### src/rtl/core/url_percent_decoder_macros.svh
// Assertion macros used by the output stage of the URL percent decoder.
`ifndef URL_PERCENT_DECODER_MACROS_SVH
`define URL_PERCENT_DECODER_MACROS_SVH

// Checks a property at every rising clock edge outside of reset.
`define UPD_ASSERT(label, prop, msg) \
   label: assert property (@(posedge clock) disable iff (reset) (prop)) else $error(msg);

// Checks that a condition holds in the cycle after a trigger.
`define UPD_ASSERT_NEXT(label, trig, cons, msg) \
   label: assert property (@(posedge clock) disable iff (reset) (trig) |=> (cons)) \
      else $error(msg);

`endif

### src/rtl/core/upd_pkg.sv
// Package with types, constants and helper functions of the URL percent decoder.
`timescale 1ns / 1ps
package upd_pkg;

   localparam logic [7:0] CH_PERCENT = 8'h25;
   localparam logic [7:0] CH_PLUS    = 8'h2B;
   localparam logic [7:0] CH_SPACE   = 8'h20;

   localparam int MAX_RESULTS = 3;
   localparam int QUEUE_DEPTH = 2;

   typedef enum logic [1:0] {
      PHASE_IDLE,
      PHASE_PERCENT,
      PHASE_DIGIT
   } upd_phase_type;

   // Results of one item, in order, with their number and the end of string flag.
   typedef struct packed {
      logic [MAX_RESULTS-1:0][7:0] data;
      logic [1:0]                  count;
      logic                        str_last;
   } upd_bundle_type;

   function automatic logic is_hex(input logic [7:0] c);
      logic res;
      res = (c >= 8'h30 && c <= 8'h39) || (c >= 8'h41 && c <= 8'h46) ||
            (c >= 8'h61 && c <= 8'h66);
      return res;
   endfunction

   function automatic logic [3:0] hex_val(input logic [7:0] c);
      logic [7:0] v;
      if (c >= 8'h61) begin
         v = c - 8'h57;
      end else if (c >= 8'h41) begin
         v = c - 8'h37;
      end else begin
         v = c - 8'h30;
      end
      return v[3:0];
   endfunction

endpackage

### src/rtl/core/upd_req_if.sv
// Handshake channel that carries one source byte per item.
`timescale 1ns / 1ps
interface upd_req_if;
   logic       valid;
   logic       ready;
   logic [7:0] in_byte;
   logic       in_last;

   modport source (output valid, output in_byte, output in_last, input ready);
   modport sink (input valid, input in_byte, input in_last, output ready);
endinterface

### src/rtl/core/upd_rsp_if.sv
// Handshake channel that carries one decoded byte per item.
`timescale 1ns / 1ps
interface upd_rsp_if;
   logic       valid;
   logic       ready;
   logic [7:0] out_byte;
   logic       run_last;
   logic       string_end;

   modport source (output valid, output out_byte, output run_last, output string_end,
                   input ready);
   modport sink (input valid, input out_byte, input run_last, input string_end,
                 output ready);
endinterface

### src/rtl/core/upd_front.sv
// Front end that tracks escapes and turns each source byte into a bundle of results.
`timescale 1ns / 1ps
module upd_front (
   input  logic                   clock,
   input  logic                   reset,
   input  logic                   in_valid,
   input  logic [7:0]             in_byte,
   input  logic                   in_last,
   output logic                   in_ready,
   output logic                   push_valid,
   output upd_pkg::upd_bundle_type push_bundle,
   input  logic                   push_ready
);

   upd_pkg::upd_phase_type phase_ff;
   upd_pkg::upd_phase_type phase_in;
   logic [7:0]             held_ff;
   logic [7:0]             held_in;
   logic                   accept;

   always_ff @(posedge clock) begin
      if (reset) begin
         phase_ff <= upd_pkg::PHASE_IDLE;
         held_ff  <= 8'h00;
      end else if (accept) begin
         phase_ff <= phase_in;
         held_ff  <= held_in;
      end
   end

   always_comb begin
      logic [1:0]                                n;
      logic [upd_pkg::MAX_RESULTS-1:0][7:0]      arr;
      logic                                      do_fresh;
      logic                                      hex;
      n        = 2'd0;
      arr      = '0;
      do_fresh = 1'b0;
      phase_in = upd_pkg::PHASE_IDLE;
      held_in  = held_ff;
      hex      = upd_pkg::is_hex(in_byte);
      unique case (phase_ff)
         upd_pkg::PHASE_PERCENT: begin
            if (hex) begin
               phase_in = upd_pkg::PHASE_DIGIT;
               held_in  = in_byte;
            end else begin
               arr[n]   = upd_pkg::CH_PERCENT;
               n        = n + 2'd1;
               do_fresh = 1'b1;
            end
         end
         upd_pkg::PHASE_DIGIT: begin
            if (hex) begin
               arr[n]  = {upd_pkg::hex_val(held_ff), upd_pkg::hex_val(in_byte)};
               n       = n + 2'd1;
               held_in = 8'h00;
            end else begin
               arr[n]   = upd_pkg::CH_PERCENT;
               n        = n + 2'd1;
               arr[n]   = held_ff;
               n        = n + 2'd1;
               held_in  = 8'h00;
               do_fresh = 1'b1;
            end
         end
         default: begin
            do_fresh = 1'b1;
         end
      endcase
      if (do_fresh) begin
         priority if (in_byte == upd_pkg::CH_PERCENT) begin
            phase_in = upd_pkg::PHASE_PERCENT;
         end else if (in_byte == upd_pkg::CH_PLUS) begin
            arr[n] = upd_pkg::CH_SPACE;
            n      = n + 2'd1;
         end else begin
            arr[n] = in_byte;
            n      = n + 2'd1;
         end
      end
      if (in_last) begin
         if (phase_in == upd_pkg::PHASE_PERCENT) begin
            arr[n] = upd_pkg::CH_PERCENT;
            n      = n + 2'd1;
         end else if (phase_in == upd_pkg::PHASE_DIGIT) begin
            arr[n] = upd_pkg::CH_PERCENT;
            n      = n + 2'd1;
            arr[n] = held_in;
            n      = n + 2'd1;
         end
         phase_in = upd_pkg::PHASE_IDLE;
         held_in  = 8'h00;
      end
      push_bundle.data     = arr;
      push_bundle.count    = n;
      push_bundle.str_last = in_last;
      push_valid           = in_valid && (n != 2'd0);
   end

   assign in_ready = push_ready;
   assign accept   = in_valid && in_ready;

endmodule

### src/rtl/core/upd_queue.sv
// Short queue of result bundles between the front end and the output stage.
`timescale 1ns / 1ps
module upd_queue #(
   parameter int DEPTH = upd_pkg::QUEUE_DEPTH
) (
   input  logic                    clock,
   input  logic                    reset,
   input  logic                    push_valid,
   input  upd_pkg::upd_bundle_type push_bundle,
   output logic                    push_ready,
   output logic                    pop_valid,
   output upd_pkg::upd_bundle_type pop_bundle,
   input  logic                    pop
);

   localparam int PW = (DEPTH > 1) ? $clog2(DEPTH) : 1;
   localparam int CW = $clog2(DEPTH + 1);

   upd_pkg::upd_bundle_type mem_ff [DEPTH];
   logic [PW-1:0]           wr_ptr_ff;
   logic [PW-1:0]           wr_ptr_in;
   logic [PW-1:0]           rd_ptr_ff;
   logic [PW-1:0]           rd_ptr_in;
   logic [CW-1:0]           count_ff;
   logic [CW-1:0]           count_in;
   logic                    do_push;
   logic                    do_pop;

   assign push_ready = (count_ff != CW'(DEPTH));
   assign pop_valid  = (count_ff != '0);
   assign pop_bundle = mem_ff[rd_ptr_ff];
   assign do_push    = push_valid && push_ready;
   assign do_pop     = pop && pop_valid;

   always_comb begin
      wr_ptr_in = wr_ptr_ff;
      rd_ptr_in = rd_ptr_ff;
      count_in  = count_ff;
      if (do_push) begin
         wr_ptr_in = (wr_ptr_ff == PW'(DEPTH - 1)) ? '0 : wr_ptr_ff + PW'(1);
      end
      if (do_pop) begin
         rd_ptr_in = (rd_ptr_ff == PW'(DEPTH - 1)) ? '0 : rd_ptr_ff + PW'(1);
      end
      if (do_push && !do_pop) begin
         count_in = count_ff + CW'(1);
      end else if (do_pop && !do_push) begin
         count_in = count_ff - CW'(1);
      end
   end

   always_ff @(posedge clock) begin
      if (reset) begin
         wr_ptr_ff <= '0;
         rd_ptr_ff <= '0;
         count_ff  <= '0;
      end else begin
         wr_ptr_ff <= wr_ptr_in;
         rd_ptr_ff <= rd_ptr_in;
         count_ff  <= count_in;
      end
   end

   always_ff @(posedge clock) begin
      if (do_push) begin
         mem_ff[wr_ptr_ff] <= push_bundle;
      end
   end

endmodule

### src/rtl/core/upd_back.sv
// Output stage that sends the results of each bundle one item at a time.
`timescale 1ns / 1ps
`include "url_percent_decoder_macros.svh"
module upd_back (
   input  logic                    clock,
   input  logic                    reset,
   input  logic                    q_valid,
   input  upd_pkg::upd_bundle_type q_head,
   output logic                    q_pop,
   output logic                    out_valid,
   output logic [7:0]              out_byte,
   output logic                    out_run_last,
   output logic                    out_string_end,
   input  logic                    out_ready
);

   logic [1:0] idx_ff;
   logic [1:0] idx_in;
   logic       valid_ff;
   logic       valid_in;
   logic [7:0] byte_ff;
   logic       run_last_ff;
   logic       string_end_ff;
   logic       load;
   logic       final_one;

   assign load      = q_valid && (!valid_ff || out_ready);
   assign final_one = (idx_ff == (q_head.count - 2'd1));
   assign q_pop     = load && final_one;

   always_comb begin
      idx_in   = idx_ff;
      valid_in = valid_ff;
      if (load) begin
         valid_in = 1'b1;
         idx_in   = final_one ? 2'd0 : idx_ff + 2'd1;
      end else if (out_ready) begin
         valid_in = 1'b0;
      end
   end

   always_ff @(posedge clock) begin
      if (reset) begin
         idx_ff   <= 2'd0;
         valid_ff <= 1'b0;
      end else begin
         idx_ff   <= idx_in;
         valid_ff <= valid_in;
      end
   end

   always_ff @(posedge clock) begin
      if (load) begin
         byte_ff       <= q_head.data[idx_ff];
         run_last_ff   <= final_one;
         string_end_ff <= final_one && q_head.str_last;
      end
   end

   assign out_valid      = valid_ff;
   assign out_byte       = byte_ff;
   assign out_run_last   = run_last_ff;
   assign out_string_end = string_end_ff;

   `UPD_ASSERT(a_idx_in_bundle, !q_valid || (idx_ff < q_head.count), "Result index beyond bundle.")
   `UPD_ASSERT(a_end_is_final, !(valid_ff && string_end_ff) || run_last_ff, "String end not final.")
   `UPD_ASSERT_NEXT(a_pop_rewinds, q_pop, idx_ff == 2'd0, "Index not cleared after bundle.")

endmodule

### src/rtl/core/url_percent_decoder.sv
// Top level of the URL percent decoder.
//
//   Channel   Direction  Payload                          Item
//   req_ch    in         in_byte[7:0], in_last            one source byte
//   rsp_ch    out        out_byte[7:0], run_last, string_end  one decoded byte
//
// A source byte is taken in every cycle while the bundle queue has room.
// Each source byte yields zero to three decoded bytes; the output register sends
// one per cycle while the receiver is ready, so plain text moves at one byte per cycle.
// Reset is synchronous and clears the escape state, the queue and the output valid flag.
// The queue lets the input keep flowing while the output is stalled, until the queue is full.
`timescale 1ns / 1ps
module url_percent_decoder #(
   parameter int QUEUE_DEPTH = upd_pkg::QUEUE_DEPTH
) (
   input logic       clock,
   input logic       reset,
   upd_req_if.sink   req_ch,
   upd_rsp_if.source rsp_ch
);

   logic                    push_valid;
   logic                    push_ready;
   upd_pkg::upd_bundle_type push_bundle;
   logic                    q_valid;
   upd_pkg::upd_bundle_type q_head;
   logic                    q_pop;

   upd_front u_front (
      .clock       (clock),
      .reset       (reset),
      .in_valid    (req_ch.valid),
      .in_byte     (req_ch.in_byte),
      .in_last     (req_ch.in_last),
      .in_ready    (req_ch.ready),
      .push_valid  (push_valid),
      .push_bundle (push_bundle),
      .push_ready  (push_ready)
   );

   upd_queue #(
      .DEPTH (QUEUE_DEPTH)
   ) u_queue (
      .clock       (clock),
      .reset       (reset),
      .push_valid  (push_valid),
      .push_bundle (push_bundle),
      .push_ready  (push_ready),
      .pop_valid   (q_valid),
      .pop_bundle  (q_head),
      .pop         (q_pop)
   );

   upd_back u_back (
      .clock          (clock),
      .reset          (reset),
      .q_valid        (q_valid),
      .q_head         (q_head),
      .q_pop          (q_pop),
      .out_valid      (rsp_ch.valid),
      .out_byte       (rsp_ch.out_byte),
      .out_run_last   (rsp_ch.run_last),
      .out_string_end (rsp_ch.string_end),
      .out_ready      (rsp_ch.ready)
   );

endmodule

### src/flat_wrapper.sv
// flat-port wrapper written by rule: the top's interface ports become plain ports
module url_percent_decoder_flat 
#(
   parameter int QUEUE_DEPTH = upd_pkg::QUEUE_DEPTH
)
  (clock, reset, req_ch_valid, req_ch_in_byte, req_ch_in_last, req_ch_ready, rsp_ch_valid, rsp_ch_out_byte, rsp_ch_run_last, rsp_ch_string_end, rsp_ch_ready);
  upd_req_if req_ch_i ();
  upd_rsp_if rsp_ch_i ();
  input logic clock;
  input logic reset;
  input wire logic [$bits(req_ch_i.valid)-1:0] req_ch_valid;
  input wire logic [$bits(req_ch_i.in_byte)-1:0] req_ch_in_byte;
  input wire logic [$bits(req_ch_i.in_last)-1:0] req_ch_in_last;
  output wire logic [$bits(req_ch_i.ready)-1:0] req_ch_ready;
  output wire logic [$bits(rsp_ch_i.valid)-1:0] rsp_ch_valid;
  output wire logic [$bits(rsp_ch_i.out_byte)-1:0] rsp_ch_out_byte;
  output wire logic [$bits(rsp_ch_i.run_last)-1:0] rsp_ch_run_last;
  output wire logic [$bits(rsp_ch_i.string_end)-1:0] rsp_ch_string_end;
  input wire logic [$bits(rsp_ch_i.ready)-1:0] rsp_ch_ready;
  assign req_ch_i.valid = req_ch_valid;
  assign req_ch_i.in_byte = req_ch_in_byte;
  assign req_ch_i.in_last = req_ch_in_last;
  assign req_ch_ready = req_ch_i.ready;
  assign rsp_ch_valid = rsp_ch_i.valid;
  assign rsp_ch_out_byte = rsp_ch_i.out_byte;
  assign rsp_ch_run_last = rsp_ch_i.run_last;
  assign rsp_ch_string_end = rsp_ch_i.string_end;
  assign rsp_ch_i.ready = rsp_ch_ready;
  url_percent_decoder #(.QUEUE_DEPTH(QUEUE_DEPTH)) u_core (.clock(clock), .reset(reset), .req_ch(req_ch_i), .rsp_ch(rsp_ch_i));
endmodule
### config.mk
export PLATFORM = sky130hd
export DESIGN_NAME = url_percent_decoder_flat
export DESIGN_NICKNAME = d
export VERILOG_FILES = /design/src/rtl/core/upd_pkg.sv /design/src/rtl/core/upd_req_if.sv /design/src/rtl/core/upd_rsp_if.sv /design/src/rtl/core/upd_front.sv /design/src/rtl/core/upd_queue.sv /design/src/rtl/core/upd_back.sv /design/src/rtl/core/url_percent_decoder.sv /design/src/flat_wrapper.sv
export VERILOG_INCLUDE_DIRS = /design/src /design/src/rtl/core
export SDC_FILE = /design/constraint.sdc
export NUM_CORES = 1
export LEC_CHECK = 0
export CAP_MARGIN = 25
export CORE_MARGIN = 2
export CORE_UTILIZATION = 40
export DETAILED_ROUTE_END_ITERATION = 10
export DONT_BUFFER_PORTS = 1
export GPL_ROUTABILITY_DRIVEN = 0
export PLACE_DENSITY_LB_ADDON = 0.15
export SLEW_MARGIN = 20
export SYNTH_ARGS = -nofsm -noshare
export SYNTH_HDL_FRONTEND = slang
export SYNTH_SLANG_ARGS = --single-unit
### constraint.sdc
create_clock -name clock -period 5.4 [get_ports clock]
set_input_delay 0.27 -clock clock [delete_from_list [all_inputs] [get_ports clock]]
set_output_delay 0.27 -clock clock [all_outputs]
set_load 0.01 [all_outputs]
# Word-level counts from Yosys, hierarchy flattened
# Memory sizes are Yosys's and may differ from the RTL's. A register that Yosys moved wholly into a read port is not among the register bits.
# Cells that the tools add are included.
# Widths: inputs -> output; s select.
# word_totals
word_cells	135
mem_count	1
register_bits	27
output_inout_bits	12
ramBits	54
input_bits	13
# memory_table
memory	depth	width	rd	rd_clocked_by_memory_dff	wr	line_no	source
u_core.u_queue.mem_ff	2	27	1	1	1	upd_queue.sv:19	upd_pkg::upd_bundle_type mem_ff [DEPTH];
# classes
n_eq_ne	8
bitwise	6
mux	54
reduce_logical	26
addsub	15
order_cmp	15
# op_table
cell	count
$mux 24	6
$mux 8	9
$bwmux 24	2
$demux 8 s2	3
$ge 8x7->1 const B	4
$pmux 8 s2	2
$mux 2	14
$and 14x21->21	1
$not 21->21	1
$bmux 8 s2	1
$eq 8x6->1 const B	2
$le 8x7->1 const B	2
$mux 4	4
$sub 4x3->4 const B	4
$and 15x15->15	1
$logic_and 1x1->1	15
$not 15->15	1
$lt 2x3->1 const B	4
$mux 1	11
$add 2x1->2 const B	5
$or 9x9->9	1
$ge 8x6->1 const B	1
$le 8x6->1 const B	1
$reduce_bool 2->1	4
14 further kinds	25

# Logic depth before layout (Yosys ltp)
# Gate-level depths: netlist (run 1).
# depth
ltp_word	21
mapped_depth	20
ltp_nobuf	19

# Cells and area by module
# Synthesis (run 1) repeated with hierarchy kept, for this count alone.
# hier_totals
hier_cells	409
area_unflattened_um2	4629.4
# modules_own_cells
mod	seq_area_each_um2	cells_each	instances	area_per_inst_um2
upd_queue	1721.7	108	1	2168.3
upd_front	200.2	239	1	1794.2
upd_back	360.3	62	1	666.9

# Worst setup path before layout (run 1)
# No wires, ideal clock.
# synth_timing
path_type	input-to-reg
from	input port req_ch_in_byte[3]
to	memory u_core.u_queue.mem_ff[0][0] in the netlist's numbering, enable pin
cell_stages	15
t_arrival_ns	5.066
path_buffers	1
setup_time_ns	0.414
required_time_ns	4.986
slack_ns	-0.080
cell_sequence	buf_6 or4b_4 nor3_1 nor2_1 o21ai_0 inv_1 ha_1 nor4b_1 or2_2 inv_1 ha_1 nor3_1 a311o_2 o31ai_4 nor2b_1
# synth_between
elab_chain_cells	19
elab_cells_between_ends	36
classes_between	3 x add/sub; 6 x order compare; 3 x eq/ne; 16 x mux; 8 x reduce/logical
# synth_rtl
item	line_no	source
start, declared	flat_wrapper.sv:12	input wire logic [$bits(req_ch_i.in_byte)-1:0] req_ch_in_byte;
$ge 8x6->1, or another cell as far along	upd_pkg.sv:27	res = (c >= 8'h30 && c <= 8'h39) || (c >= 8'h41 && c <= 8'h46) ||
$logic_and 1x1->1	upd_pkg.sv:27	
$logic_or 1x1->1 (2 in series)	upd_pkg.sv:27	
$mux 2 / $mux 1 (equally long branches)	upd_front.sv:54, upd_front.sv:44	
$pmux 2 s2	upd_front.sv:42	unique case (phase_ff)
$add 2x1->2	upd_front.sv:76, upd_front.sv:79	
$mux 2	upd_front.sv:72	priority if (in_byte == upd_pkg::CH_PERCENT) begin
$mux 2	upd_front.sv:71	if (do_fresh) begin
[... 3 more ...]	--	
$mux 2	upd_front.sv:83	if (phase_in == upd_pkg::PHASE_PERCENT) begin
$mux 2 *	upd_front.sv:82	if (in_last) begin
$reduce_bool 2->1 *	upd_front.sv:98	push_valid = in_valid && (n != 2'd0);
$logic_and 1x1->1 *	upd_front.sv:98	
$logic_and 1x1->1 *	upd_queue.sv:32	assign do_push = push_valid && push_ready;
named net u_core.u_queue.do_push	upd_queue.sv:26	logic do_push;
$mux 1 *	upd_queue.sv:65	if (do_push) begin
$mux 1 (implied by the code) *	upd_queue.sv:66	mem_ff[wr_ptr_ff] <= push_bundle;
end, declared	upd_queue.sv:19	
# Mark *: on every way through the listed nets, which the timed path passes. The rest lies on a longest branch.

# Worst setup path after layout (run 1)
# layout_timing
from	input port req_ch_in_byte[4]
to	memory u_core.u_queue.mem_ff[0][4] in the netlist's numbering, enable pin
# Same word-level chain as after synthesis.

==> impl_metrics.prom, run 1 <==
# TYPE chip_impl_metric gauge
chip_impl_metric{name="critical_path_cell_count",unit=""} 15
chip_impl_info{name="status",value="complete, no violations"} 1
chip_impl_metric{name="post-route-util",unit="%"} 44.0
chip_impl_info{name="synth.area.top_cells",value="sky130_fd_sc_hd__edfxtp_1, sky130_fd_sc_hd__dfxtp_1, sky130_fd_sc_hd__ha_1"} 1
chip_impl_metric{name="ff2ff_path_depth",unit=""} 16
chip_impl_info{name="cts_tree",value="done"} 1
chip_impl_metric{name="finalMaxSlewViolations",unit=""} 0
chip_impl_metric{name="fill_cells",unit=""} 1058
chip_impl_metric{name="max_freq",unit="GHz"} 0.216
chip_impl_metric{name="final_worst_path_period_share",unit="%"} 85.6
chip_impl_metric{name="timing.final.hold_violations",unit=""} 0
chip_impl_metric{name="floorplan.initialDensity",unit="%"} 40.9
chip_impl_metric{name="placementRows",unit=""} 38
chip_impl_info{name="yosys.cell_count.top_type",value="sky130_fd_sc_hd__edfxtp_1"} 1
chip_impl_metric{name="power.share.combinational",unit="%"} 22.4
chip_impl_metric{name="p_per_area",unit="mW/mm2"} 354
chip_impl_metric{name="route.detailed.drc",unit=""} 0
chip_impl_metric{name="clock_pin_slew_of_the_registers_on_the_worst_case_setup_and_hold_paths",unit="ps"} 80
chip_impl_metric{name="wl_per_cell",unit="um"} 19.8
chip_impl_metric{name="routed_via_density",unit=""} 5.91
chip_impl_metric{name="pin_count_of_the_biggest_net_entering_global_routing",unit=""} 28
chip_impl_metric{name="critical_path_buf_inv_count",unit=""} 3
chip_impl_metric{name="grt_remaining_overflow",unit=""} 0
chip_impl_metric{name="post_cts_repair_timing_setup_buffer_count",unit=""} 0
chip_impl_metric{name="slew_headroom",unit="%"} 35.2
chip_impl_metric{name="first_pass_iters",unit=""} 6
chip_impl_metric{name="max_fo_critical_path",unit=""} 27
chip_impl_metric{name="syn_nets",unit=""} 422
chip_impl_metric{name="dieWidth",unit="um"} 109
chip_impl_info{name="cpMaxStageDelayCell",value="sky130_fd_sc_hd__or4b_4"} 1
chip_impl_metric{name="skew_final",unit="ps"} 14.4
chip_impl_metric{name="clockBufferDepth",unit=""} 2
chip_impl_metric{name="die_h",unit="um"} 109
chip_impl_info{name="critical-path-top-delay-family",value="simple AND/OR/NAND/NOR gates"} 1
chip_impl_metric{name="die_area",unit="mm2"} 0.0119
chip_impl_metric{name="synth_edf_count",unit=""} 64
chip_impl_metric{name="yosysSeqAreaShare",unit="%"} 51.5
chip_impl_metric{name="crit_arrival",unit="ps"} 4630
chip_impl_info{name="critical_path.endpoint_type",value="flip-flop"} 1
chip_impl_info{name="synth_top_area_cell",value="sky130_fd_sc_hd__edfxtp_1"} 1
chip_impl_metric{name="async_reset_ff_share",unit="%"} 0
chip_impl_metric{name="post_synth.cell_area_avg",unit="um2"} 11.3
chip_impl_info{name="setup.worst_path.start_class",value="input pin"} 1
chip_impl_metric{name="drt-total-wl",unit="um"} 10700
chip_impl_metric{name="cts-resized-gates",unit=""} 0
chip_impl_metric{name="grt_antenna_before_repair",unit=""} 0
chip_impl_metric{name="yosys_register_bits",unit=""} 82
chip_impl_metric{name="yosys_warnings",unit=""} 0
chip_impl_metric{name="coreArea",unit="mm2"} 0.0108
chip_impl_metric{name="postPlaceCellArea",unit="mm2"} 0.00458
chip_impl_metric{name="tritoncts_buffer_count",unit=""} 9
chip_impl_metric{name="pwr-share-clk",unit="%"} 24.1
chip_impl_metric{name="final_layout_size_suffix_gt1_share",unit="%"} 10.8
chip_impl_metric{name="grt_util_all_layers",unit="%"} 19.4
chip_impl_metric{name="final_area",unit="mm2"} 0.00477
chip_impl_metric{name="worstPathRequired",unit="ps"} 5410
chip_impl_metric{name="vias_in_the_first_global_route",unit=""} 3156
chip_impl_metric{name="synthesized_cell_area",unit="mm2"} 0.00443
chip_impl_metric{name="vias",unit=""} 3190
chip_impl_metric{name="flow.area_growth_from_synthesis",unit="%"} 7.74
chip_impl_metric{name="fin_ws",unit="ps"} 777
chip_impl_metric{name="clock_latency_on_the_worst_skew_pair",unit="ps"} 350
chip_impl_metric{name="slew_at_the_pin_closest_to_its_max_slew_limit",unit="ps"} 964
chip_impl_metric{name="cellLeakagePower",unit="uW"} 0.00161
chip_impl_metric{name="period_needed",unit="ps"} 4620
chip_impl_info{name="hp-class",value="in2reg"} 1
chip_impl_metric{name="grt_pass1_wl",unit="um"} 17200
chip_impl_metric{name="numClockSinks",unit=""} 82
chip_impl_metric{name="power.share.sequential",unit="%"} 53.5
chip_impl_metric{name="finalSetupTns",unit="ps"} 0
chip_impl_metric{name="yosys.cell_types.count",unit=""} 59
chip_impl_metric{name="number_of_input_and_output_port_buffers_inserted",unit=""} 0
chip_impl_metric{name="synth_top_area_share",unit="%"} 43.4
chip_impl_metric{name="place_inst",unit=""} 522
chip_impl_metric{name="worst_path_largest_cell_delay",unit="ps"} 530
chip_impl_metric{name="ioPinCount",unit=""} 25
chip_impl_info{name="clockRootBuffer",value="sky130_fd_sc_hd__clkbuf_8"} 1
chip_impl_metric{name="drt-initial-drc-count",unit=""} 212
chip_impl_info{name="crit_chain",value="or4b_4 > nor3_1 > nor2_1 > o21ai_0 > inv_1 > ha_1 > nor4b_1 > or2_2 > inv_1 > ha_1 > nor3_1 > a311o_2 > o31ai_4 > nor2b_2 > buf_4"} 1
chip_impl_info{name="synth.top_cells.by_count",value="sky130_fd_sc_hd__edfxtp_1, sky130_fd_sc_hd__nor2_1, sky130_fd_sc_hd__inv_1"} 1
chip_impl_metric{name="final-setup-viol-count",unit=""} 0
chip_impl_metric{name="worst_ir_drop_vdd",unit="uV"} 149
chip_impl_metric{name="switching_share",unit="%"} 30.6
chip_impl_metric{name="synth_cells",unit=""} 391
chip_impl_metric{name="total_switching_power",unit="uW"} 516
chip_impl_metric{name="detail-route-antenna-nets",unit=""} 0
chip_impl_metric{name="n_antenna_cell",unit=""} 0
chip_impl_metric{name="fin_nets",unit=""} 426
chip_impl_metric{name="ctsHoldBuffers",unit=""} 2
chip_impl_metric{name="post_layout_nonfiller_instances",unit=""} 540
chip_impl_metric{name="cellInternalPower",unit="uW"} 1170
chip_impl_metric{name="detailed_place_hpwl",unit="um"} 7740
chip_impl_metric{name="min_delay_path_depth",unit=""} 1
chip_impl_metric{name="cts_h_tree_lvls",unit=""} 3
chip_impl_metric{name="max_cap_violation_count",unit=""} 0
chip_impl_info{name="ys.flop_type",value="sky130_fd_sc_hd__edfxtp_1"} 1
chip_impl_info{name="setup_repair_after_global_routing_missed_its_margin",value="no"} 1
chip_impl_info{name="timing.setup.critical_path_class",value="in2reg"} 1
chip_impl_metric{name="dp_slack",unit="ps"} 406
[stage by stage]
step	hold slack (ps)	power, uW
floorplan	369	1210
global placement	342	1290
detailed placement	344	1300
CTS	78.8	1710
global route	64.4	1800
finish	91.3	1690
[final cells by class]
cell class | instances | area (um2) | share of cell area, %
multi-input combinational | 269 | 1980 | 41.6
sequential | 82 | 2280 | 47.8
tap | 140 | 175 | 3.67
clock buffer | 10 | 128 | 2.67
timing repair buffer | 7 | 57.6 | 1.21
clock inverter | 6 | 48.8 | 1.02
inverter | 26 | 97.6 | 2.04
[cells in the final DEF, fill, tap and decap left out, types with 7 or more instances in the layout]
cell                       Yosys  routed
sky130_fd_sc_hd__a21oi_1      13      13
sky130_fd_sc_hd__a22oi_1      11      11
sky130_fd_sc_hd__a32oi_1      10      10
sky130_fd_sc_hd__clkbuf_8      0       9
sky130_fd_sc_hd__dfxtp_1      18      18
sky130_fd_sc_hd__edfxtp_1     64      64
sky130_fd_sc_hd__ha_1         18      18
sky130_fd_sc_hd__inv_1        26      26
sky130_fd_sc_hd__mux2i_1      11      11
sky130_fd_sc_hd__mux4_2        8       8
sky130_fd_sc_hd__nand2_1      25      25
sky130_fd_sc_hd__nand3_1      12      12
sky130_fd_sc_hd__nor2_1       30      30
sky130_fd_sc_hd__nor3_1        9       9
sky130_fd_sc_hd__o21ai_0      20      20
sky130_fd_sc_hd__o22ai_1      17      17
sky130_fd_sc_hd__xnor2_1       7       7
[power by group through the flow]
stage	registers [uW]	logic, uW	clock network [uW]
final	904	378	407
after global routing	924	426	449
after CTS	907	384	421
after detailed placement	922	379	0
after global placement	918	373	0
after floorplan	897	317	0
[sequential cells by signal, indices dropped and copies added (netlist names), named ones only]
| signal | flops |
|---|---|
| u_core.u_queue.rd_ptr_ff | 1 |
| u_core.u_queue.mem_ff | 54 |
| u_core.u_queue.wr_ptr_ff | 1 |
| u_core.u_back.out_run_last | 1 |
| u_core.u_back.out_byte | 8 |
| u_core.u_front.held_ff | 8 |
| u_core.u_back.out_string_end | 1 |
| u_core.u_queue.count_ff | 2 |
| u_core.u_back.idx_ff | 2 |
| u_core.u_front.phase_ff | 2 |
| u_core.u_back.out_valid | 1 |
[worst paths after layout]
check,from,endpoint,slack [ps]
max reg2reg,u_core.u_front.phase_ff[0],u_core.u_queue.mem_ff[0][4],1160
max,req_ch_in_byte[4],u_core.u_queue.mem_ff[0][4],780
min,reset,u_core.u_front.held_ff[1],90
min reg2reg,u_core.u_front.phase_ff[0],u_core.u_front.phase_ff[0],480
[cells by family (layout without fill, tap and decap cells)]
group | after synthesis | in the layout | share of synthesized area, %
buffers and inverters | 40 | 49 | 3.76
DFF | 82 | 82 | 51.5
muxes | 23 | 23 | 7.65
adders and majority gates | 18 | 18 | 5.08
AOI/OAI and AO/OA | 109 | 109 | 17.6
and+or+nand+nor | 109 | 109 | 12.4
xor gates and xnor gates | 10 | 10 | 1.98
[routing by layer]
metal | vias to the layer above | track usage, % | routed length, um
li1 | 1509 | - | -
met1 | 1547 | 26.2 | 4860
met2 | 110 | 30.0 | 4950
met3 | 24 | 4.66 | 575
met4 | 0 | 7.41 | 313
met5 | - | 0 | 0
(Power assumes the default switching activity.)
==> run 2: changes to the inputs <==
==> constraint.sdc (replaced) <==
create_clock -name clock -period 5.3 [get_ports clock]
set_input_delay 0.265 -clock clock [delete_from_list [all_inputs] [get_ports clock]]
set_output_delay 0.265 -clock clock [all_outputs]
set_load 0.01 [all_outputs]
==> run 2 against run 1 <==
Effect of this change:
- worst hold slack worse by 15 ps
- largest cell class unchanged
- power grew 4.6%
- clock skew down 6.1 ps
- clock power is 11% higher
- setup slack better by 150 ps
- via count down 1.5%
- final cell count increased by 0.74%
- largest power group unchanged
- flip-flop and latch count is the same
- highest routed layer unchanged
==> impl_metrics.prom, run 2 (synthesis results as in run 1) <==
# TYPE chip_impl_metric gauge
chip_impl_metric{name="fin_ws",unit="ps"} 924
chip_impl_metric{name="finalSetupTns",unit="ps"} 0
chip_impl_metric{name="n_antenna_cell",unit=""} 0
chip_impl_metric{name="p_per_area",unit="mW/mm2"} 365
chip_impl_metric{name="drt-total-wl",unit="um"} 10700
chip_impl_metric{name="coreArea",unit="mm2"} 0.0108
chip_impl_metric{name="clock_latency_on_the_worst_skew_pair",unit="ps"} 350
chip_impl_info{name="timing.rr.end",value="u_core.u_queue.count_ff[1]"} 1
chip_impl_info{name="hold_end",value="u_core.u_front.held_ff[0]"} 1
chip_impl_metric{name="grt_antenna_before_repair",unit=""} 0
chip_impl_metric{name="detailed_place_hpwl",unit="um"} 7840
chip_impl_metric{name="min_delay_path_depth",unit=""} 1
chip_impl_metric{name="r2r_slack",unit="ps"} 1060
chip_impl_metric{name="routed_via_density",unit=""} 5.78
chip_impl_metric{name="grt_remaining_overflow",unit=""} 0
chip_impl_metric{name="skew_final",unit="ps"} 8.31
chip_impl_metric{name="final_worst_path_period_share",unit="%"} 82.6
chip_impl_info{name="critical_path.endpoint_type",value="flip-flop"} 1
chip_impl_metric{name="slew_at_the_pin_closest_to_its_max_slew_limit",unit="ps"} 617
chip_impl_info{name="worstHoldStart",value="reset"} 1
chip_impl_metric{name="timing.hold.ws",unit="ps"} 76.6
chip_impl_metric{name="max_fo_critical_path",unit=""} 8
chip_impl_metric{name="flow.area_growth_from_synthesis",unit="%"} 9.29
chip_impl_metric{name="number_of_input_and_output_port_buffers_inserted",unit=""} 0
chip_impl_info{name="mostFrequentLayoutCell",value="sky130_fd_sc_hd__edfxtp_1"} 1
chip_impl_metric{name="floorplan.initialDensity",unit="%"} 40.9
chip_impl_metric{name="die_h",unit="um"} 109
chip_impl_info{name="status",value="complete, no violations"} 1
chip_impl_metric{name="vias_in_the_first_global_route",unit=""} 3158
chip_impl_metric{name="worstPathRequired",unit="ps"} 5580
chip_impl_info{name="hp-class",value="in2reg"} 1
chip_impl_info{name="setup_repair_after_global_routing_missed_its_margin",value="no"} 1
chip_impl_metric{name="pin_count_of_the_biggest_net_entering_global_routing",unit=""} 28
chip_impl_info{name="timing.rr.start",value="u_core.u_front.phase_ff[0]"} 1
chip_impl_metric{name="max_freq",unit="GHz"} 0.229
chip_impl_metric{name="vias",unit=""} 3143
chip_impl_info{name="mostFrequentLayoutCells",value="sky130_fd_sc_hd__edfxtp_1, sky130_fd_sc_hd__nor2_1, sky130_fd_sc_hd__inv_1"} 1
chip_impl_metric{name="worst_ir_drop_vdd",unit="uV"} 179
chip_impl_metric{name="die_area",unit="mm2"} 0.0119
chip_impl_metric{name="post_cts_repair_timing_setup_buffer_count",unit=""} 0
chip_impl_info{name="clockRootBuffer",value="sky130_fd_sc_hd__clkbuf_8"} 1
chip_impl_info{name="timing.setup.critical_path_class",value="in2reg"} 1
chip_impl_metric{name="route.detailed.drc",unit=""} 0
chip_impl_metric{name="slew_headroom",unit="%"} 58.5
chip_impl_metric{name="ioPinCount",unit=""} 25
chip_impl_metric{name="detail-route-antenna-nets",unit=""} 0
chip_impl_metric{name="dp_slack",unit="ps"} 607
chip_impl_metric{name="dieWidth",unit="um"} 109
chip_impl_metric{name="crit_arrival",unit="ps"} 4660
chip_impl_metric{name="fin_total_pwr",unit="uW"} 1770
chip_impl_metric{name="clock_pin_slew_of_the_registers_on_the_worst_case_setup_and_hold_paths",unit="ps"} 90
chip_impl_metric{name="tritoncts_buffer_count",unit=""} 9
chip_impl_metric{name="clockBufferDepth",unit=""} 2
chip_impl_info{name="cts_tree",value="done"} 1
chip_impl_info{name="largest-register",value="u_core.u_queue.mem_ff"} 1
chip_impl_metric{name="numClockSinks",unit=""} 82
chip_impl_metric{name="max_cap_violation_count",unit=""} 0
chip_impl_metric{name="number_of_flip_flops_under_the_largest_register_name",unit=""} 54
chip_impl_metric{name="ff2ff_path_depth",unit=""} 16
chip_impl_metric{name="final_layout_size_suffix_gt1_share",unit="%"} 11.6
chip_impl_metric{name="finalMaxSlewViolations",unit=""} 0
chip_impl_metric{name="final-setup-viol-count",unit=""} 0
chip_impl_metric{name="first_pass_iters",unit=""} 4
chip_impl_metric{name="grt_pass1_wl",unit="um"} 17200
chip_impl_metric{name="wl_per_cell",unit="um"} 19.6
chip_impl_metric{name="grt_util_all_layers",unit="%"} 19.5
chip_impl_metric{name="fill_cells",unit=""} 1049
chip_impl_metric{name="period_needed",unit="ps"} 4380
chip_impl_metric{name="timing.final.hold_violations",unit=""} 0
chip_impl_metric{name="cellLeakagePower",unit="uW"} 0.00165
chip_impl_metric{name="drt-initial-drc-count",unit=""} 195
chip_impl_info{name="setup.worst_path.start_class",value="input pin"} 1
chip_impl_metric{name="cts_h_tree_lvls",unit=""} 3
chip_impl_metric{name="placementRows",unit=""} 38
chip_impl_metric{name="fin_nets",unit=""} 430
==> run 2: layout make-up <==
cell class	instances	area, um2	area share [%]
flip-flops and latches	82	2280	47.1
multi-input cells	269	1980	41.0
well taps	140	175	3.62
clock buffers	9	124	2.56
repair buffers	11	110	2.27
inverters	26	97.6	2.02
clock inverters	7	68.8	1.42
==> run 2: metal layers <==
| metal | up-vias | track usage, % | wire [um] |
|---|---|---|---|
| li1 | 1522 | - | - |
| met3 | 17 | 4.18 | 555 |
| met2 | 89 | 30.5 | 5000 |
| met1 | 1515 | 26.6 | 4940 |
| met5 | - | 0 | 0 |
| met4 | 0 | 6.96 | 172 |
==> run 2: per-stage QoR <==
stage | util [%] | instances | area, um2
2_1_floorplan | - | 391 | 4430
3_3_place_gp | 42.7 | 525 | 4620
3_5_place_dp | 42.7 | 526 | 4630
4_1_cts | 44.7 | 544 | 4840
5_1_grt | 44.7 | 544 | 4840
6_report | 44.7 | 544 | 4840
==> run 2: worst max-delay path, cell delays in order <==
cell                      delay [ps]
sky130_fd_sc_hd__or4b_4          530
sky130_fd_sc_hd__nor3_1          310
sky130_fd_sc_hd__nor2_1          140
sky130_fd_sc_hd__o21ai_0         410
sky130_fd_sc_hd__inv_1           130
sky130_fd_sc_hd__ha_1            290
sky130_fd_sc_hd__nor4b_1         470
sky130_fd_sc_hd__or2_2           250
sky130_fd_sc_hd__inv_1            80
sky130_fd_sc_hd__ha_1            270
sky130_fd_sc_hd__nor3_1           60
sky130_fd_sc_hd__a311o_2         400
sky130_fd_sc_hd__o31ai_4         260
sky130_fd_sc_hd__ha_1            310
sky130_fd_sc_hd__or3_1           350
sky130_fd_sc_hd__a21oi_1         130
==> run 2: repair_timing <==
item	4_1_cts	5_1_grt
endpoints found under the hold margin	17	0
setup endpoints to repair	0	0
hold buffers	2	0
resized for setup	0	0
==> run 2: how the worst max path moves through the flow <==
stage	startpoint	end	slack [ps]	depth (start not counted)
after floorplan	req_ch_in_byte[3]	u_core.u_queue.mem_ff[0][0]	320	15
after global placement	req_ch_in_byte[4]	u_core.u_queue.count_ff[1]	730	16
after detailed placement	req_ch_in_byte[4]	u_core.u_queue.count_ff[1]	610	16
after CTS	req_ch_in_byte[4]	u_core.u_queue.count_ff[1]	980	16
after global routing	req_ch_in_byte[1]	u_core.u_queue.count_ff[1]	490	18
final	req_ch_in_byte[4]	u_core.u_queue.count_ff[1]	920	16
==> run 2: power by group <==
group          leakage (uW)  internal, uW  switching [uW]
combinational      0.000801           182             212
clock             0.0000970           217             234
sequential         0.000751           846            75.1
==> run 3: changes to the inputs <==
==> constraint.sdc (replaced) <==
create_clock -name clock -period 4.2 [get_ports clock]
set_input_delay 0.21 -clock clock [delete_from_list [all_inputs] [get_ports clock]]
set_output_delay 0.21 -clock clock [all_outputs]
set_load 0.01 [all_outputs]
==> run 3 against run 2 <==
Effect of this change:
- register-to-register slack lost 770 ps
- clock skew grew 1.1 ps
- power grew 24%
- global-route usage grew 0.34 points
- flip-flop and latch count is the same
- worst hold slack lost 49 ps
- sequential power grew 29%
- non-clock buffer count grew 7
- critical path depth is the same
- clock-buffer cell count grew 1
- final cell count grew 1.3%
- setup slack lost 630 ps
==> impl_metrics.prom, run 3 (synthesis results as in run 1) <==
# TYPE chip_impl_metric gauge
chip_impl_metric{name="vias",unit=""} 3294
chip_impl_metric{name="skew_final",unit="ps"} 9.42
chip_impl_metric{name="grt_antenna_before_repair",unit=""} 0
chip_impl_info{name="timing.setup.critical_path_class",value="reg2reg"} 1
chip_impl_metric{name="ioPinCount",unit=""} 25
chip_impl_metric{name="worst_path_largest_cell_delay",unit="ps"} 390
chip_impl_metric{name="finalSetupTns",unit="ps"} 0
chip_impl_metric{name="die_area",unit="mm2"} 0.0119
chip_impl_metric{name="detailed_place_hpwl",unit="um"} 8150
chip_impl_metric{name="first_pass_iters",unit=""} 5
chip_impl_info{name="largest-register",value="u_core.u_queue.mem_ff"} 1
chip_impl_info{name="hp-class",value="in2reg"} 1
chip_impl_metric{name="cts-resized-gates",unit=""} 0
chip_impl_metric{name="placementRows",unit=""} 38
chip_impl_info{name="launch_point_of_the_critical_path",value="u_core.u_front.phase_ff[0]"} 1
chip_impl_metric{name="number_of_input_and_output_port_buffers_inserted",unit=""} 0
chip_impl_metric{name="slew_headroom",unit="%"} 49.6
chip_impl_metric{name="die_h",unit="um"} 109
chip_impl_metric{name="met1Wirelength",unit="um"} 4850
chip_impl_metric{name="vias_in_the_first_global_route",unit=""} 3220
chip_impl_metric{name="period_needed",unit="ps"} 3910
chip_impl_metric{name="route.detailed.drc",unit=""} 0
chip_impl_metric{name="final_worst_path_period_share",unit="%"} 93.0
chip_impl_metric{name="crit_arrival",unit="ps"} 4190
chip_impl_metric{name="final_layout_size_suffix_gt1_share",unit="%"} 14.8
chip_impl_metric{name="multi_input_area",unit="mm2"} 0.00204
chip_impl_metric{name="finalMaxSlewViolations",unit=""} 0
chip_impl_metric{name="fill_cells",unit=""} 1019
chip_impl_metric{name="routed-wl-met3",unit="um"} 657
chip_impl_metric{name="cts_h_tree_lvls",unit=""} 3
chip_impl_info{name="timing.rr.start",value="u_core.u_front.phase_ff[0]"} 1
chip_impl_metric{name="fin_total_pwr",unit="uW"} 2200
chip_impl_metric{name="dieWidth",unit="um"} 109
chip_impl_metric{name="critical_path_buf_inv_count",unit=""} 3
chip_impl_info{name="setup.worst_path.start_class",value="flip-flop"} 1
chip_impl_metric{name="max_fo_critical_path",unit=""} 4
chip_impl_metric{name="number_of_flip_flops_under_the_largest_register_name",unit=""} 54
chip_impl_info{name="crit_chain",value="inv_1 > ha_1 > inv_1 > nor3_2 > nand2_1 > ha_1 > nor4b_4 > or2_4 > inv_1 > ha_2 > nor3_1 > a311o_2 > o31ai_4 > ha_1 > or3_1 > a21oi_1"} 1
chip_impl_metric{name="max_cap_violation_count",unit=""} 0
chip_impl_metric{name="clock_latency_on_the_worst_skew_pair",unit="ps"} 350
chip_impl_metric{name="fin_ws",unit="ps"} 295
chip_impl_info{name="setup_repair_after_global_routing_missed_its_margin",value="no"} 1
chip_impl_metric{name="routed_via_density",unit=""} 5.98
chip_impl_metric{name="grt_remaining_overflow",unit=""} 0
chip_impl_metric{name="flow.area_growth_from_synthesis",unit="%"} 11.3
chip_impl_info{name="worstHoldStart",value="reset"} 1
chip_impl_metric{name="wl_met2",unit="um"} 5160
chip_impl_info{name="maxUsedRoutingLayer",value="met4"} 1
chip_impl_info{name="critical_path.endpoint_type",value="flip-flop"} 1
chip_impl_metric{name="dp_slack",unit="ps"} 52.3
chip_impl_info{name="status",value="complete, no violations"} 1
chip_impl_info{name="cpMaxStageDelayCell",value="sky130_fd_sc_hd__a311o_2"} 1
chip_impl_metric{name="numClockSinks",unit=""} 82
chip_impl_info{name="mostFrequentLayoutCells",value="sky130_fd_sc_hd__edfxtp_1, sky130_fd_sc_hd__nor2_1, sky130_fd_sc_hd__inv_1"} 1
chip_impl_metric{name="cellLeakagePower",unit="uW"} 0.00168
chip_impl_metric{name="floorplan.initialDensity",unit="%"} 40.9
chip_impl_metric{name="fin_nets",unit=""} 437
chip_impl_metric{name="clock_pin_slew_of_the_registers_on_the_worst_case_setup_and_hold_paths",unit="ps"} 90
chip_impl_metric{name="slew_at_the_pin_closest_to_its_max_slew_limit",unit="ps"} 750
chip_impl_metric{name="final-setup-viol-count",unit=""} 0
chip_impl_metric{name="grt_pass1_wl",unit="um"} 17700
chip_impl_metric{name="detail-route-antenna-nets",unit=""} 0
chip_impl_metric{name="max_freq",unit="GHz"} 0.256
chip_impl_metric{name="clockBufferDepth",unit=""} 2
chip_impl_info{name="clockRootBuffer",value="sky130_fd_sc_hd__clkbuf_8"} 1
chip_impl_info{name="mostFrequentLayoutCell",value="sky130_fd_sc_hd__edfxtp_1"} 1
chip_impl_metric{name="drt-initial-drc-count",unit=""} 303
chip_impl_metric{name="p_per_area",unit="mW/mm2"} 445
chip_impl_metric{name="worst_ir_drop_vdd",unit="uV"} 203
chip_impl_metric{name="worstPathRequired",unit="ps"} 4480
chip_impl_metric{name="timing.final.hold_violations",unit=""} 0
chip_impl_metric{name="coreArea",unit="mm2"} 0.0108
chip_impl_metric{name="timing.hold.ws",unit="ps"} 27.2
chip_impl_info{name="critical-path-top-delay-family",value="simple AND/OR/NAND/NOR gates"} 1
chip_impl_metric{name="wl_per_cell",unit="um"} 20.0
chip_impl_metric{name="pin_count_of_the_biggest_net_entering_global_routing",unit=""} 28
chip_impl_metric{name="n_antenna_cell",unit=""} 0
chip_impl_metric{name="tritoncts_buffer_count",unit=""} 9
chip_impl_info{name="cts_tree",value="done"} 1
chip_impl_metric{name="drt-total-wl",unit="um"} 11000
chip_impl_metric{name="grt_util_all_layers",unit="%"} 19.8
chip_impl_metric{name="regArea",unit="mm2"} 0.00228
## run 3: cell types whose count changed in the layout (fill, tap and decap cells not counted), moves of 2 or more
cell,previous run,this run
sky130_fd_sc_hd__buf_4,6,13
sky130_fd_sc_hd__clkinv_2,2,0
sky130_fd_sc_hd__clkinvlp_4,1,3
sky130_fd_sc_hd__nor3_1,9,7
## run 3: through the flow
step | std cells | instance area (um2) | utilization, %
floorplan | 391 | 4480 | -
global placement | 532 | 4730 | 43.6
detailed placement | 533 | 4730 | 43.7
CTS | 551 | 4930 | 45.5
global route | 551 | 4930 | 45.5
finish | 551 | 4930 | 45.5
## run 3: cell type report
cell class	instances	share of cell area, %
clock buffer	10	2.59
sequential	82	46.3
timing repair buffer	18	3.30
multi-input combinational	269	41.3
clock inverter	6	0.990
tap	140	3.55
inverter	26	1.98
## run 3: path summary, 6_finish.rpt
check,end,slack [ps],depth (start not counted)
worst max-delay path,u_core.u_queue.count_ff[1],290,16
worst min-delay path,u_core.u_front.held_ff[1],30,1
worst min register to register,u_core.u_front.phase_ff[0],500,2
worst max register to register,u_core.u_queue.count_ff[1],290,16
## run 3: where the power goes
part           internal (uW)  switching, uW  total (uW)
clock network            220            311         531
logic                    233            245         478
registers               1070            119        1190
total                   1520            675        2200
## run 3: per-layer routing
| metal | vias up | global-route usage (%) |
|---|---|---|
| met3 | 29 | 2.21 |
| li1 | 1529 | - |
| met1 | 1607 | 27.0 |
| met5 | - | 0 |
| met4 | 0 | 8.59 |
| met2 | 129 | 31.9 |
## run 3: worst register-to-register path, delay by kind of cell (launching register included)
kind | cells | cell delay (ps)
AO/OA/AOI/OAI | 3 | 850
flip-flops | 1 | 340
adder cells (fa/ha/maj) | 4 | 1140
buffers and inverters | 3 | 270
AND/OR/NAND/NOR | 6 | 1230
## run 3: repair_timing
item | 4_1_cts | 5_1_grt
hold buffers | 2 | 0
buffers inserted | 0 | 0
endpoints found under the setup margin | 0 | 0
endpoints found under the hold margin | 17 | 0
